`src/sv/gha_pkg.sv`:
```
package gha_pkg;

  // Fixed field widths of the item and result channels
  localparam int unsigned GHA_OP_W      = 2;
  localparam int unsigned GHA_IDX_FLD_W = 10;
  localparam int unsigned GHA_VER_FLD_W = 16;
  localparam int unsigned GHA_ST_W      = 2;

  // Widest slot index and version over the legal parameter range
  localparam int unsigned GHA_IDX_MAX_W = 16;
  localparam int unsigned GHA_VER_MAX_W = 32;

  localparam logic [GHA_OP_W-1:0] GHA_OP_ALLOC   = 2'd0;
  localparam logic [GHA_OP_W-1:0] GHA_OP_RELEASE = 2'd1;
  localparam logic [GHA_OP_W-1:0] GHA_OP_CHECK   = 2'd2;

  localparam logic [GHA_ST_W-1:0] GHA_ST_OK      = 2'd0;
  localparam logic [GHA_ST_W-1:0] GHA_ST_FULL    = 2'd1;
  localparam logic [GHA_ST_W-1:0] GHA_ST_INVALID = 2'd2;

  // Table access request from the sequencer, sized for the widest configuration
  typedef struct packed {
    logic                     sp_we;
    logic [GHA_IDX_MAX_W-1:0] sp_waddr;
    logic [GHA_IDX_MAX_W-1:0] sp_wdata;
    logic [GHA_IDX_MAX_W-1:0] sp_raddr;
    logic                     dn_we;
    logic [GHA_IDX_MAX_W-1:0] dn_waddr;
    logic [GHA_IDX_MAX_W-1:0] dn_wdata_idx;
    logic [GHA_VER_MAX_W-1:0] dn_wdata_ver;
    logic [GHA_IDX_MAX_W-1:0] dn_raddr;
  } gha_mem_req_t;

  typedef struct packed {
    logic [GHA_IDX_FLD_W-1:0] result_index;
    logic [GHA_VER_FLD_W-1:0] result_version;
    logic                     handle_valid;
    logic [GHA_ST_W-1:0]      status;
  } gha_res_t;

endpackage

```
`src/sv/gha_if.sv`:
```
interface gha_in_if import gha_pkg::*; ();
  logic                     valid;
  logic                     ready;
  logic [GHA_OP_W-1:0]      op;
  logic [GHA_IDX_FLD_W-1:0] handle_index;
  logic [GHA_VER_FLD_W-1:0] handle_version;

  modport source (output valid, op, handle_index, handle_version, input ready);
  modport sink (input valid, op, handle_index, handle_version, output ready);
endinterface


```
`src/sv/gha_seq.sv`:
```
module gha_seq import gha_pkg::*; #(
  parameter int unsigned MAX_SLOTS    = 1024,
  parameter int unsigned VERSION_BITS = 16,
  localparam int unsigned IDX_W       = $clog2(MAX_SLOTS),
  localparam int unsigned CNT_W       = $clog2(MAX_SLOTS + 1)
) (
  input  logic                    clk_i,
  input  logic                    rst_ni,
  gha_in_if.sink                  in_i,
  input  logic [IDX_W-1:0]        sp_rdata_i,
  input  logic [IDX_W-1:0]        dn_rd_idx_i,
  input  logic [VERSION_BITS-1:0] dn_rd_ver_i,
  output gha_mem_req_t            mem_req_o,
  output logic                    res_valid_o,
  input  logic                    res_ready_i,
  output gha_res_t                res_o,
  output logic [CNT_W-1:0]        alive_o,
  output logic [CNT_W-1:0]        slot_o
);

  typedef enum logic [2:0] {
    S_IDLE, S_EXEC, S_ALLOC_RD, S_SP_WAIT, S_DN_WAIT, S_LAST_WAIT, S_SWAP, S_DONE
  } state_e;

  state_e                   state_q, state_d;
  logic [GHA_OP_W-1:0]      op_q, op_d;
  logic [GHA_IDX_FLD_W-1:0] idx_q, idx_d;
  logic [GHA_VER_FLD_W-1:0] ver_q, ver_d;
  logic [IDX_W-1:0]         pos_q, pos_d;
  logic [VERSION_BITS-1:0]  newver_q, newver_d;
  logic [CNT_W-1:0]         alive_q, alive_d;
  logic [CNT_W-1:0]         slot_q, slot_d;
  gha_res_t                 res_q, res_d;

  logic [IDX_W-1:0]         lastpos;
  logic [VERSION_BITS-1:0]  bumped;
  logic                     entry_match;

  assign lastpos     = IDX_W'(alive_q - 1'b1);
  assign bumped      = VERSION_BITS'(dn_rd_ver_i + 1'b1);
  assign entry_match = (32'(dn_rd_idx_i) == 32'(idx_q)) && (32'(dn_rd_ver_i) == 32'(ver_q));

  always_comb begin
    state_d     = state_q;
    op_d        = op_q;
    idx_d       = idx_q;
    ver_d       = ver_q;
    pos_d       = pos_q;
    newver_d    = newver_q;
    alive_d     = alive_q;
    slot_d      = slot_q;
    res_d       = res_q;
    mem_req_o   = '0;
    in_i.ready  = (state_q == S_IDLE);
    res_valid_o = (state_q == S_DONE);

    case (state_q)
      S_IDLE: begin
        if (in_i.valid) begin
          op_d    = in_i.op;
          idx_d   = in_i.handle_index;
          ver_d   = in_i.handle_version;
          state_d = S_EXEC;
        end
      end
      S_EXEC: begin
        res_d = '{result_index: idx_q, result_version: ver_q, handle_valid: 1'b0,
                  status: GHA_ST_OK};
        state_d = S_DONE;
        case (op_q)
          GHA_OP_ALLOC: begin
            if (alive_q < slot_q) begin
              // reuse the first dead entry
              mem_req_o.dn_raddr = GHA_IDX_MAX_W'(alive_q);
              state_d            = S_ALLOC_RD;
            end else if (slot_q == CNT_W'(MAX_SLOTS)) begin
              res_d.status = GHA_ST_FULL;
            end else begin
              mem_req_o.sp_we        = 1'b1;
              mem_req_o.sp_waddr     = GHA_IDX_MAX_W'(slot_q);
              mem_req_o.sp_wdata     = GHA_IDX_MAX_W'(slot_q);
              mem_req_o.dn_we        = 1'b1;
              mem_req_o.dn_waddr     = GHA_IDX_MAX_W'(slot_q);
              mem_req_o.dn_wdata_idx = GHA_IDX_MAX_W'(slot_q);
              mem_req_o.dn_wdata_ver = '0;
              slot_d                 = slot_q + 1'b1;
              alive_d                = alive_q + 1'b1;
              res_d.result_index     = GHA_IDX_FLD_W'(slot_q);
              res_d.result_version   = '0;
              res_d.handle_valid     = 1'b1;
            end
          end
          GHA_OP_RELEASE, GHA_OP_CHECK: begin
            if (32'(idx_q) < 32'(slot_q)) begin
              mem_req_o.sp_raddr = GHA_IDX_MAX_W'(idx_q);
              state_d            = S_SP_WAIT;
            end else begin
              res_d.status = GHA_ST_INVALID;
            end
          end
          default: ;
        endcase
      end
      S_ALLOC_RD: begin
        res_d.result_index   = GHA_IDX_FLD_W'(dn_rd_idx_i);
        res_d.result_version = GHA_VER_FLD_W'(dn_rd_ver_i);
        res_d.handle_valid   = 1'b1;
        alive_d              = alive_q + 1'b1;
        state_d              = S_DONE;
      end
      S_SP_WAIT: begin
        pos_d              = sp_rdata_i;
        mem_req_o.dn_raddr = GHA_IDX_MAX_W'(sp_rdata_i);
        state_d            = S_DN_WAIT;
      end
      S_DN_WAIT: begin
        state_d = S_DONE;
        if (!entry_match) begin
          res_d.status = GHA_ST_INVALID;
        end else if (op_q == GHA_OP_CHECK) begin
          res_d.handle_valid = 1'b1;
        end else begin
          res_d.handle_valid = 1'b1;
          newver_d           = bumped;
          if ((alive_q != '0) && (CNT_W'(pos_q) == alive_q - 1'b1)) begin
            // last alive entry: bump and shrink
            mem_req_o.dn_we        = 1'b1;
            mem_req_o.dn_waddr     = GHA_IDX_MAX_W'(pos_q);
            mem_req_o.dn_wdata_idx = GHA_IDX_MAX_W'(idx_q);
            mem_req_o.dn_wdata_ver = GHA_VER_MAX_W'(bumped);
            alive_d                = alive_q - 1'b1;
          end else if (CNT_W'(pos_q) < alive_q) begin
            // fetch the last alive entry for the swap
            mem_req_o.dn_raddr = GHA_IDX_MAX_W'(lastpos);
            state_d            = S_LAST_WAIT;
          end else begin
            // dead entry: bump only
            mem_req_o.dn_we        = 1'b1;
            mem_req_o.dn_waddr     = GHA_IDX_MAX_W'(pos_q);
            mem_req_o.dn_wdata_idx = GHA_IDX_MAX_W'(idx_q);
            mem_req_o.dn_wdata_ver = GHA_VER_MAX_W'(bumped);
          end
        end
      end
      S_LAST_WAIT: begin
        // move the last alive entry into the freed position
        mem_req_o.dn_we        = 1'b1;
        mem_req_o.dn_waddr     = GHA_IDX_MAX_W'(pos_q);
        mem_req_o.dn_wdata_idx = GHA_IDX_MAX_W'(dn_rd_idx_i);
        mem_req_o.dn_wdata_ver = GHA_VER_MAX_W'(dn_rd_ver_i);
        mem_req_o.sp_we        = 1'b1;
        mem_req_o.sp_waddr     = GHA_IDX_MAX_W'(dn_rd_idx_i);
        mem_req_o.sp_wdata     = GHA_IDX_MAX_W'(pos_q);
        state_d                = S_SWAP;
      end
      S_SWAP: begin
        mem_req_o.dn_we        = 1'b1;
        mem_req_o.dn_waddr     = GHA_IDX_MAX_W'(lastpos);
        mem_req_o.dn_wdata_idx = GHA_IDX_MAX_W'(idx_q);
        mem_req_o.dn_wdata_ver = GHA_VER_MAX_W'(newver_q);
        mem_req_o.sp_we        = 1'b1;
        mem_req_o.sp_waddr     = GHA_IDX_MAX_W'(idx_q);
        mem_req_o.sp_wdata     = GHA_IDX_MAX_W'(lastpos);
        alive_d                = alive_q - 1'b1;
        state_d                = S_DONE;
      end
      S_DONE: begin
        if (res_ready_i) begin
          state_d = S_IDLE;
        end
      end
      default: state_d = S_IDLE;
    endcase
  end

  always_ff @(posedge clk_i or negedge rst_ni) begin
    if (!rst_ni) begin
      state_q <= S_IDLE;
      alive_q <= '0;
      slot_q  <= '0;
    end else begin
      state_q  <= state_d;
      alive_q  <= alive_d;
      slot_q   <= slot_d;
      op_q     <= op_d;
      idx_q    <= idx_d;
      ver_q    <= ver_d;
      pos_q    <= pos_d;
      newver_q <= newver_d;
      res_q    <= res_d;
    end
  end

  assign res_o   = res_q;
  assign alive_o = alive_q;
  assign slot_o  = slot_q;

endmodule

```
`src/flat_wrapper.sv`:
```
// flat-port wrapper written by rule: the top's interface ports become plain ports
module gha_seq_flat import gha_pkg::*;
#(
  parameter int unsigned MAX_SLOTS    = 1024,
  parameter int unsigned VERSION_BITS = 16,
  localparam int unsigned IDX_W       = $clog2(MAX_SLOTS),
  localparam int unsigned CNT_W       = $clog2(MAX_SLOTS + 1)
)
  (clk_i, rst_ni, sp_rdata_i, dn_rd_idx_i, dn_rd_ver_i, mem_req_o, res_valid_o, res_ready_i, res_o, alive_o, slot_o, in_i_valid, in_i_op, in_i_handle_index, in_i_handle_version, in_i_ready);
  gha_in_if in_i_i ();
  input  logic clk_i;
  input  logic rst_ni;
  input  logic [IDX_W-1:0] sp_rdata_i;
  input  logic [IDX_W-1:0] dn_rd_idx_i;
  input  logic [VERSION_BITS-1:0] dn_rd_ver_i;
  output gha_mem_req_t mem_req_o;
  output logic res_valid_o;
  input  logic res_ready_i;
  output gha_res_t res_o;
  output logic [CNT_W-1:0] alive_o;
  output logic [CNT_W-1:0] slot_o;
  input wire logic [$bits(in_i_i.valid)-1:0] in_i_valid;
  input wire logic [$bits(in_i_i.op)-1:0] in_i_op;
  input wire logic [$bits(in_i_i.handle_index)-1:0] in_i_handle_index;
  input wire logic [$bits(in_i_i.handle_version)-1:0] in_i_handle_version;
  output wire logic [$bits(in_i_i.ready)-1:0] in_i_ready;
  assign in_i_i.valid = in_i_valid;
  assign in_i_i.op = in_i_op;
  assign in_i_i.handle_index = in_i_handle_index;
  assign in_i_i.handle_version = in_i_handle_version;
  assign in_i_ready = in_i_i.ready;
  gha_seq #(.MAX_SLOTS(MAX_SLOTS), .VERSION_BITS(VERSION_BITS)) u_core (.clk_i(clk_i), .rst_ni(rst_ni), .in_i(in_i_i), .sp_rdata_i(sp_rdata_i), .dn_rd_idx_i(dn_rd_idx_i), .dn_rd_ver_i(dn_rd_ver_i), .mem_req_o(mem_req_o), .res_valid_o(res_valid_o), .res_ready_i(res_ready_i), .res_o(res_o), .alive_o(alive_o), .slot_o(slot_o));
endmodule
```
`config.mk`:
```
export PLATFORM = sky130hd
export DESIGN_NAME = gha_seq_flat
export DESIGN_NICKNAME = d
export VERILOG_FILES = /design/src/sv/gha_pkg.sv /design/src/sv/gha_if.sv /design/src/sv/gha_seq.sv /design/src/flat_wrapper.sv
export SDC_FILE = /design/constraint.sdc
export NUM_CORES = 1
export LEC_CHECK = 0
export ABC_AREA = 1
export ABC_CLOCK_PERIOD_IN_PS = 6500
export BUFFER_PORTS_ARGS = -buffer_cell sky130_fd_sc_hd__buf_4
export CORE_MARGIN = 1
export CORE_UTILIZATION = 57
export DETAILED_ROUTE_END_ITERATION = 8
export PLACE_DENSITY = 0.93
export SYNTH_ARGS = -nofsm -noshare
export SYNTH_HDL_FRONTEND = slang
export SYNTH_SLANG_ARGS = --single-unit
```
`constraint.sdc`:
```
create_clock -name clk_i -period 6.5 [get_ports clk_i]
set_clock_uncertainty 0.05 [all_clocks]
set_input_delay 1.3 -clock clk_i [delete_from_list [all_inputs] [get_ports clk_i]]
set_output_delay 1.3 -clock clk_i [all_outputs]
set_load 0.05 [all_outputs]
```
==> metrics.md, run 1 <==
| Metric | Value |
|---|---|
| Switching part of the total | `55.61%` |
| Number of vias per cell | `5.821` |
| Hold bufs inserted after CTS | `0` |
| Sinks on Clock Net | `108` |
| Reg2reg start | `u_core.alive_o[4]$_DFFE_PN0P_` |
| Hold depth | `2` |
| Synth cell count leaders | `nand2_1 (227), inv_1 (93), edfxtp_1 (83)` |
| GPL Wtd Cong | `0.9936` |
| Clk network pwr share | `13.9%` |
| Area of the multi-input gates | `4080 sq um` |
| P_int | `1.926 mW` |
| Worst hold endpoint | `u_core.res_o[5]$_DFFE_PP_` |
| Via count of the first global-routing pass | `7473` |
| Routed vias | `7858` |
| Initial DRC count | `1017` |
| Final ANT Viol Nets | `0` |
| Initial antenna violation count | `0` |
| CTS buffer count | `9` |
| Sequential standard cell area | `3118 sq um` |
| Most used cell, CP | `nand2_1` |
| FF-to-FF path depth | `10` |
| First-pass GRT wire length | `39730 microns` |
| Share of cells above drive strength 1 | `23.85%` |
| Final setup viols | `0` |
| Pre-antenna DRT Iters | `6` |
| # Max-Cap Violations | `0` |
| RSZ-0062 raised after global routing | `false` |
| Area leader, netlist | `edfxtp_1` |
| CTS clk-pin slew, worst paths | `80 ps` |
| Setup crit start kind | `input port` |
| TritonCTS clock tree | `done` |
| Most area-consuming cells after synthesis | `edfxtp_1 (31%), nand2_1 (11%), dfrtp_1 (7.9%)` |
| Mapped Area | `7959 sq um` |
| Critical Path RT | `5150 ps` |
| Chip Width | `120.2 microns` |
| Worst path arrival time | `4290 ps` |
| Die span in y | `120.2 microns` |
| Psw | `2.413 mW` |
| Post-synthesis sequential area ratio | `39.18%` |
| Area grow syn2layout | `22.48%` |
| Port Buffers | `203` |
| CP top delay family | `simple AND/OR/NAND/NOR gates` |
| Number of flops mapped to enable cells by yosys | `83` |
| Setup_tns | `0 ps` |
| Largest fanout on the critical path | `23` |
| Clk root buf | `clkbuf_16` |
| Routed wire per std cell | `19.06 microns` |
| CTS max path bufs | `2` |
| Fmax | `177.2 MHz` |
| Initial Util | `59.16%` |
| CP Capture Type | `output port` |
| Tmin final | `5643 ps` |
| # fillers | `1021` |
| Yosys Warn Count | `0` |
| Slowest cell on crit path | `nand2_1` |
| PostCTS Resize Cnt | `0` |
| Top Ports | `251` |
| Worst-skew pair later-pin latency | `370 ps` |
| Kind of critical path | `input port to output port` |
| Final worst hold slack | `558.8 ps` |
| Headroom to the max-slew limit | `21.86%` |
| Worst setup margin | `857.1 ps` |
| Top FF cell, synth | `edfxtp_1` |
| Cell count after synthesis | `980` |
| Final Cycle Share | `86.81%` |
| Comb pwr share | `63.0%` |
| CP Buf/Inv Count | `5` |
| Total track usage | `36.37%` |
| Synth Register Bits | `108` |
| Status | `complete, no violations` |
| Crit-path cells | `buf_4, inv_1, nand2_1, a21oi_1, nand2_1, nor2_1, nand3_1, nor2_1, nand2_1, inv_2, nand2_1, buf_4, o21bai_1, buf_4` |
| Antenna diodes | `0` |
| Largest net degree at the start of global routing | `39` |
| Pre-CTS setup slack | `1013 ps` |
| Yosys cell types | `44` |
| Async S/R FF share, synth | `23.15%` |
| Worst R2R Setup Slack | `3130 ps` |
| GRT overflow | `0` |
| H-tree levels | `3` |
| Hold Path Origin | `u_core.ver_q[2]$_DFFE_PP_` |
| Delay of the slowest critical-path stage | `680 ps` |
| FF-to-FF End | `u_core.slot_o[4]$_DFFE_PN0P_` |
| Synth top area share | `31.32%` |
| DRC viols | `0` |
| Area of the core | `13450 sq um` |
| Hold Fails Final Rpt | `0` |
| Mean post-synth cell area | `8.121 sq um` |
| Detailed Place HPWL | `19200 microns` |
| Pwr Total | `4.339 mW` |
| Most frequent cell after synthesis | `nand2_1` |
| Least-Margin Pin Slew | `1169 ps` |
| Max IR drop VDD | `0.3459 mV` |
| Power per Cell Area | `445.1 nW/um^2` |
| Seq pwr share | `23.1%` |
| DRT Wirelength | `25730 microns` |
| Setup bufs post-CTS | `0` |
| Worst min-delay path category | `flop to flop` |
| Number of cell rows | `42` |
| Leakage | `4.573 nW` |
| Die ar. | `14440 sq um` |
| Fin nets | `1274` |
| Fin. max-slew vios | `0` |
how the worst max path moves through the flow:
stage                          from       endpoint  cells after the start
floorplan           dn_rd_ver_i[14]   mem_req_o[5]                     10
CTS                 dn_rd_ver_i[15]  mem_req_o[64]                     14
global placement    dn_rd_ver_i[14]  mem_req_o[55]                     15
global route        dn_rd_ver_i[15]  mem_req_o[64]                     14
finish              dn_rd_ver_i[15]  mem_req_o[64]                     14
detailed placement  dn_rd_ver_i[15]  mem_req_o[64]                     14
state kept, by name, summed over array words and instances (netlist names):
signal,count
u_core.res_o,29
u_core.newver_q,16
u_core.ver_q,16
u_core.alive_o,11
u_core.slot_o,11
u_core.idx_q,10
u_core.pos_q,10
u_core.state_q,3
u_core.op_q,2
area by class of cell:
cell class                      count  area share [%]
Multi-Input combinational cell    726           41.86
Sequential cell                   108           31.99
Timing Repair Buffer              211           16.25
Inverter                          113           4.351
Clock buffer                        9           2.310
Tap cell                          176           2.259
Clock inverter                      7          0.9883
layer usage:
| metal | vias up | track usage (%) | share of wire, % |
|---|---|---|---|
| met5 | - | 0 | 0 |
| met4 | 0 | 20.23 | 5.4 |
| met3 | 111 | 6.369 | 11 |
| met2 | 612 | 56.61 | 45 |
| met1 | 3567 | 47.90 | 38 |
| li1 | 3568 | - | - |
through the flow:
step / cell area, sq um / std cells / utilization [%]
5_1_grt: 9748 / 1350 / 72.46
4_1_cts: 9748 / 1350 / 72.46
6_report: 9748 / 1350 / 72.46
3_3_place_gp: 9427 / 1334 / 70.07
2_1_floorplan: 8132 / 1026 / -
3_5_place_dp: 9427 / 1334 / 70.07
layout by cell type (no fill, tap or decap), drive strengths merged:
cell type / netlist / final
nand2: 238 / 238
buf: 65 / 211
inv: 111 / 113
edfxtp: 83 / 83
nor2: 81 / 81
nand3: 72 / 72
o21ai: 57 / 57
xor2: 53 / 53
conb: 1 / 47
ha: 37 / 37
o21bai: 31 / 31
o211ai: 29 / 29
dfrtp: 25 / 25
a21oi: 21 / 21
nor3: 21 / 21
a22oi: 10 / 10
nand4: 10 / 10
clkbuf: 14 / 9
a31oi: 6 / 6
clkinv: 2 / 6
o31ai: 3 / 3
nor4: 2 / 2
o22ai: 2 / 2
xnor2: 1 / 1
xor3: 1 / 1
nand3b: 1 / 1
a211oi: 1 / 1
o2111ai: 1 / 1
or2: 1 / 1
bufinv: 0 / 1
worst reg2reg max path, stage by stage (launching register included):
cell and delay (ps):
dfrtp_1 580, ha_1 430, a21oi_1 70, o21ai_0 150, nand2_1 60, nand3_1 220, nand2_1 180, nor2_2 680
nand2_1 450, nor2_1 240, xor2_1 180
power by group through the flow:
stage | Combinational [mW] | Sequential [mW] | Clock (mW)
floorplan | 1.83 | 1.13 | 0
global placement | 2.65 | 1.01 | 0
detailed placement | 2.69 | 1.01 | 0
CTS | 2.70 | 0.995 | 0.603
global route | 2.89 | 1.01 | 0.628
finish | 2.73 | 1.00 | 0.603
cells by family after synthesis:
logic type | count (synthesis) | share of synthesized area, %
and+or+nand+nor | 426 | 23.85
buffers and inverters | 192 | 11.87
adders and majority gates | 37 | 5.817
xor gates and xnor gates | 55 | 6.241
AOI/OAI and AO/OA | 161 | 13.00
DFF | 108 | 39.18
other | 1 | 0.04712
(Power assumes the default switching activity.)
==> run 2: changes to the inputs <==
Settings changed: GPL_TIMING_DRIVEN set to 0.
==> run 2 against run 1 <==
Compared with the run above:
- critical path depth unchanged
- total power increased by 1.6%
- wire length is 3.5% higher
- via count increased by 4.3%
- first-iteration DRC count fell by 7.9%
- global-route usage is 0.30 points higher
- largest cell class unchanged
- clock power decreased by 3.8%
- sequential cell count unchanged
- fmax grew 7.2%
- sequential share of layout area fell by 1.4 points
- sequential power shrank 5%
==> metrics.md, run 2 (same netlist as run 1, synthesis figures left out) <==
| Metric | Value |
|---|---|
| Status | `complete, no violations` |
| Final ANT Viol Nets | `0 (unchanged)` |
| Max FFs per register | `29 (unchanged)` |
| CTS max path bufs | `2 (unchanged)` |
| Final Cycle Share | `81.00% (-5.8 points)` |
| Share of cells above drive strength 1 | `26.99% (+3.1 points)` |
| Post-route cell area | `10210 sq um (+4.7%)` |
| Worst path arrival time | `3910 ps (-380 ps)` |
| Commonest non-fill, non-tap cell in the layout | `buf_4` |
| Largest fanout on the critical path | `10 (-57%)` |
| Antenna diodes | `0 (unchanged)` |
| Clk network pwr share | `13.2% (-0.7 points)` |
| FF-to-FF End | `u_core.alive_o[2]$_DFFE_PN0P_` |
| CTS buffer count | `9 (unchanged)` |
| PostCTS Resize Cnt | `0 (unchanged)` |
| Power per Cell Area | `431.9 nW/um^2 (-3.0%)` |
| Clk root buf | `clkbuf_16` |
| Pre-CTS setup slack | `1427 ps (+414.3 ps)` |
| Initial Util | `59.16% (unchanged)` |
| Via count of the first global-routing pass | `7431 (-0.56%)` |
| Fin nets | `1346 (+5.7%)` |
| Top Ports | `251 (unchanged)` |
| FF-to-FF path depth | `16 (+6)` |
| H-tree levels | `3 (unchanged)` |
| Hold bufs inserted after CTS | `0 (unchanged)` |
| Switching part of the total | `55.28% (-0.33 points)` |
| Worst R2R Setup Slack | `3520 ps (+390 ps)` |
| GPL Wtd Cong | `1.022 (+2.8%)` |
| DRC viols | `0 (unchanged)` |
| Crit-path cells | `buf_4, inv_1, nand2_1, a21oi_1, nand2_1, nor2_1, nand3_1, nor2_1, nand2_1, inv_2, nand2_1, buf_2, o21bai_1, buf_4` |
| CTS clk-pin slew, worst paths | `80 ps (about the same)` |
| Die span in y | `120.2 microns (unchanged)` |
| Most used cell, CP | `nand2_1` |
| TritonCTS clock tree | `done` |
| Commonest non-fill, non-tap cells in the layout | `buf_4 (253), nand2_1 (227), inv_1 (93), edfxtp_1 (83), nand3_1 (71)` |
| Pre-antenna DRT Iters | `8 (+2)` |
| Area grow syn2layout | `28.28%` |
| Tmin final | `5265 ps (-378.1 ps)` |
| CP top delay family | `simple AND/OR/NAND/NOR gates` |
| DRT Wirelength | `26620 microns (+3.5%)` |
| Setup crit start kind | `input port` |
| Detailed Place HPWL | `20570 microns (+7.2%)` |
| Post-DP Area | `9911 sq um (+5.1%)` |
| First-pass GRT wire length | `39700 microns (about the same)` |
| CP startpoint | `dn_rd_ver_i[15]` |
| Cell count along the critical path | `14 (unchanged)` |
| Final worst hold slack | `576.8 ps (+18.03 ps)` |
| Initial antenna violation count | `0 (unchanged)` |
| Setup_tns | `0 ps (unchanged)` |
| Die ar. | `14440 sq um (unchanged)` |
| Hold Path Origin | `u_core.ver_q[6]$_DFFE_PP_` |
| Psw | `2.437 mW (+1.0%)` |
| Worst min-delay path category | `flop to flop` |
| Hold depth | `2 (unchanged)` |
| # fillers | `1021 (unchanged)` |
| Seq pwr share | `21.6% (-1.5 points)` |
| Worst setup margin | `1235 ps (+378.1 ps)` |
| CP Capture Type | `output port` |
| Hold Fails Final Rpt | `0 (unchanged)` |
| # Max-Cap Violations | `0 (unchanged)` |
| Least-Margin Pin Slew | `996.2 ps (-173.1 ps)` |
| Final setup viols | `0 (unchanged)` |
| Area of the core | `13450 sq um (unchanged)` |
| Number of cell rows | `42 (unchanged)` |
| P_int | `1.972 mW (+2.4%)` |
| Slowest cell on crit path | `a21oi_1` |
| Fmax | `189.9 MHz (+7.2%)` |
| Number of vias per cell | `5.765 (-0.96%)` |
| Setup bufs post-CTS | `0 (unchanged)` |
| Routed wire per std cell | `18.73 microns (-1.7%)` |
| Critical Path RT | `5150 ps (about the same)` |
| Sinks on Clock Net | `108 (unchanged)` |
| Port Buffers | `203 (unchanged)` |
| Max IR drop VDD | `0.3658 mV (+5.7%)` |
| Total track usage | `36.68% (+0.30 points)` |
| CP Buf/Inv Count | `5 (unchanged)` |
| Fin. max-slew vios | `0 (unchanged)` |
| Routed vias | `8192 (+4.3%)` |
| RSZ-0062 raised after global routing | `false` |
| Chip Width | `120.2 microns (unchanged)` |
| Headroom to the max-slew limit | `33.34% (+11 points)` |
| Leakage | `4.882 nW (+6.8%)` |
| Delay of the slowest critical-path stage | `330 ps (-350 ps)` |
| Reg2reg start | `u_core.alive_o[0]$_DFFE_PN0P_` |
| Crit path to | `mem_req_o[25]` |
| Fin util | `75.89% (+3.4 points)` |
| Kind of critical path | `input port to output port` |
| Initial DRC count | `937 (-7.9%)` |
| Largest net degree at the start of global routing | `29 (-26%)` |
| Comb pwr share | `65.2% (+2.2 points)` |
| GRT overflow | `0 (unchanged)` |
| Worst-skew pair later-pin latency | `370 ps (about the same)` |
## run 2: cell count changes in the layout (fill, tap and decap cells not counted), sizes merged
cell,before,now
clkbuf,9,23
clkinv,6,4
buf,211,269
inv,113,114
## run 2: power by group through the flow
stage | registers, mW | clock network (mW) | logic, mW
after global placement | 0.963 | 0 | 2.77
after global routing | 0.959 | 0.603 | 3.03
after floorplan | 1.13 | 0 | 1.83
after CTS | 0.948 | 0.574 | 2.84
after detailed placement | 0.962 | 0 | 2.82
final | 0.954 | 0.580 | 2.87
## run 2: cell type report
class	count	area (sq um)	share of cell area (%)
clock buffer	9	225.2	2.206
timing repair buffer	204	1535	15.04
inverter	113	424.2	4.154
tap	176	220.2	2.157
sequential	108	3118	30.54
buffer	79	520.5	5.098
multi-input combinational	726	4095	40.11
clock inverter	6	71.32	0.6985
## run 2: worst min path at each step
stage,to,slack [ps]
after global routing,u_core.res_o[9]$_DFFE_PP_,590
after floorplan,u_core.res_o[11]$_DFFE_PP_,520
after detailed placement,u_core.res_o[4]$_DFFE_PP_,550
final,u_core.res_o[9]$_DFFE_PP_,580
after CTS,u_core.res_o[5]$_DFFE_PP_,570
after global placement,u_core.res_o[4]$_DFFE_PP_,540
## run 2: layer usage
layer | routed length, microns | part of all wire [%] | vias to the layer above | track usage (%)
li1 | - | - | 3711 | -
met1 | 9940 | 37 | 3729 | 48.33
met2 | 12120 | 46 | 639 | 56.39
met3 | 3155 | 12 | 113 | 6.844
met4 | 1404 | 5.3 | 0 | 21.17
met5 | 0 | 0 | - | 0
## run 2: through the flow
step           std cells  power, mW
2_1_floorplan       1026      2.969
3_3_place_gp        1405      3.738
3_5_place_dp        1406      3.784
4_1_cts             1421      4.359
5_1_grt             1421      4.588
6_report            1421      4.409
## run 2: worst reg2reg max path, cell delays in order, from the launching register on
cell and delay (ps):
dfrtp_1 520, inv_2 180, ha_1 330, inv_1 100, nand2_1 90, nand2_1 50
nor2_1 140, nand3_1 140, nor2_1 220, nand2_1 130, nor2_4 130, nand2_4 80
o21ai_4 300, nand2_4 110, buf_6 170, nand2_1 60, nand2_1 70
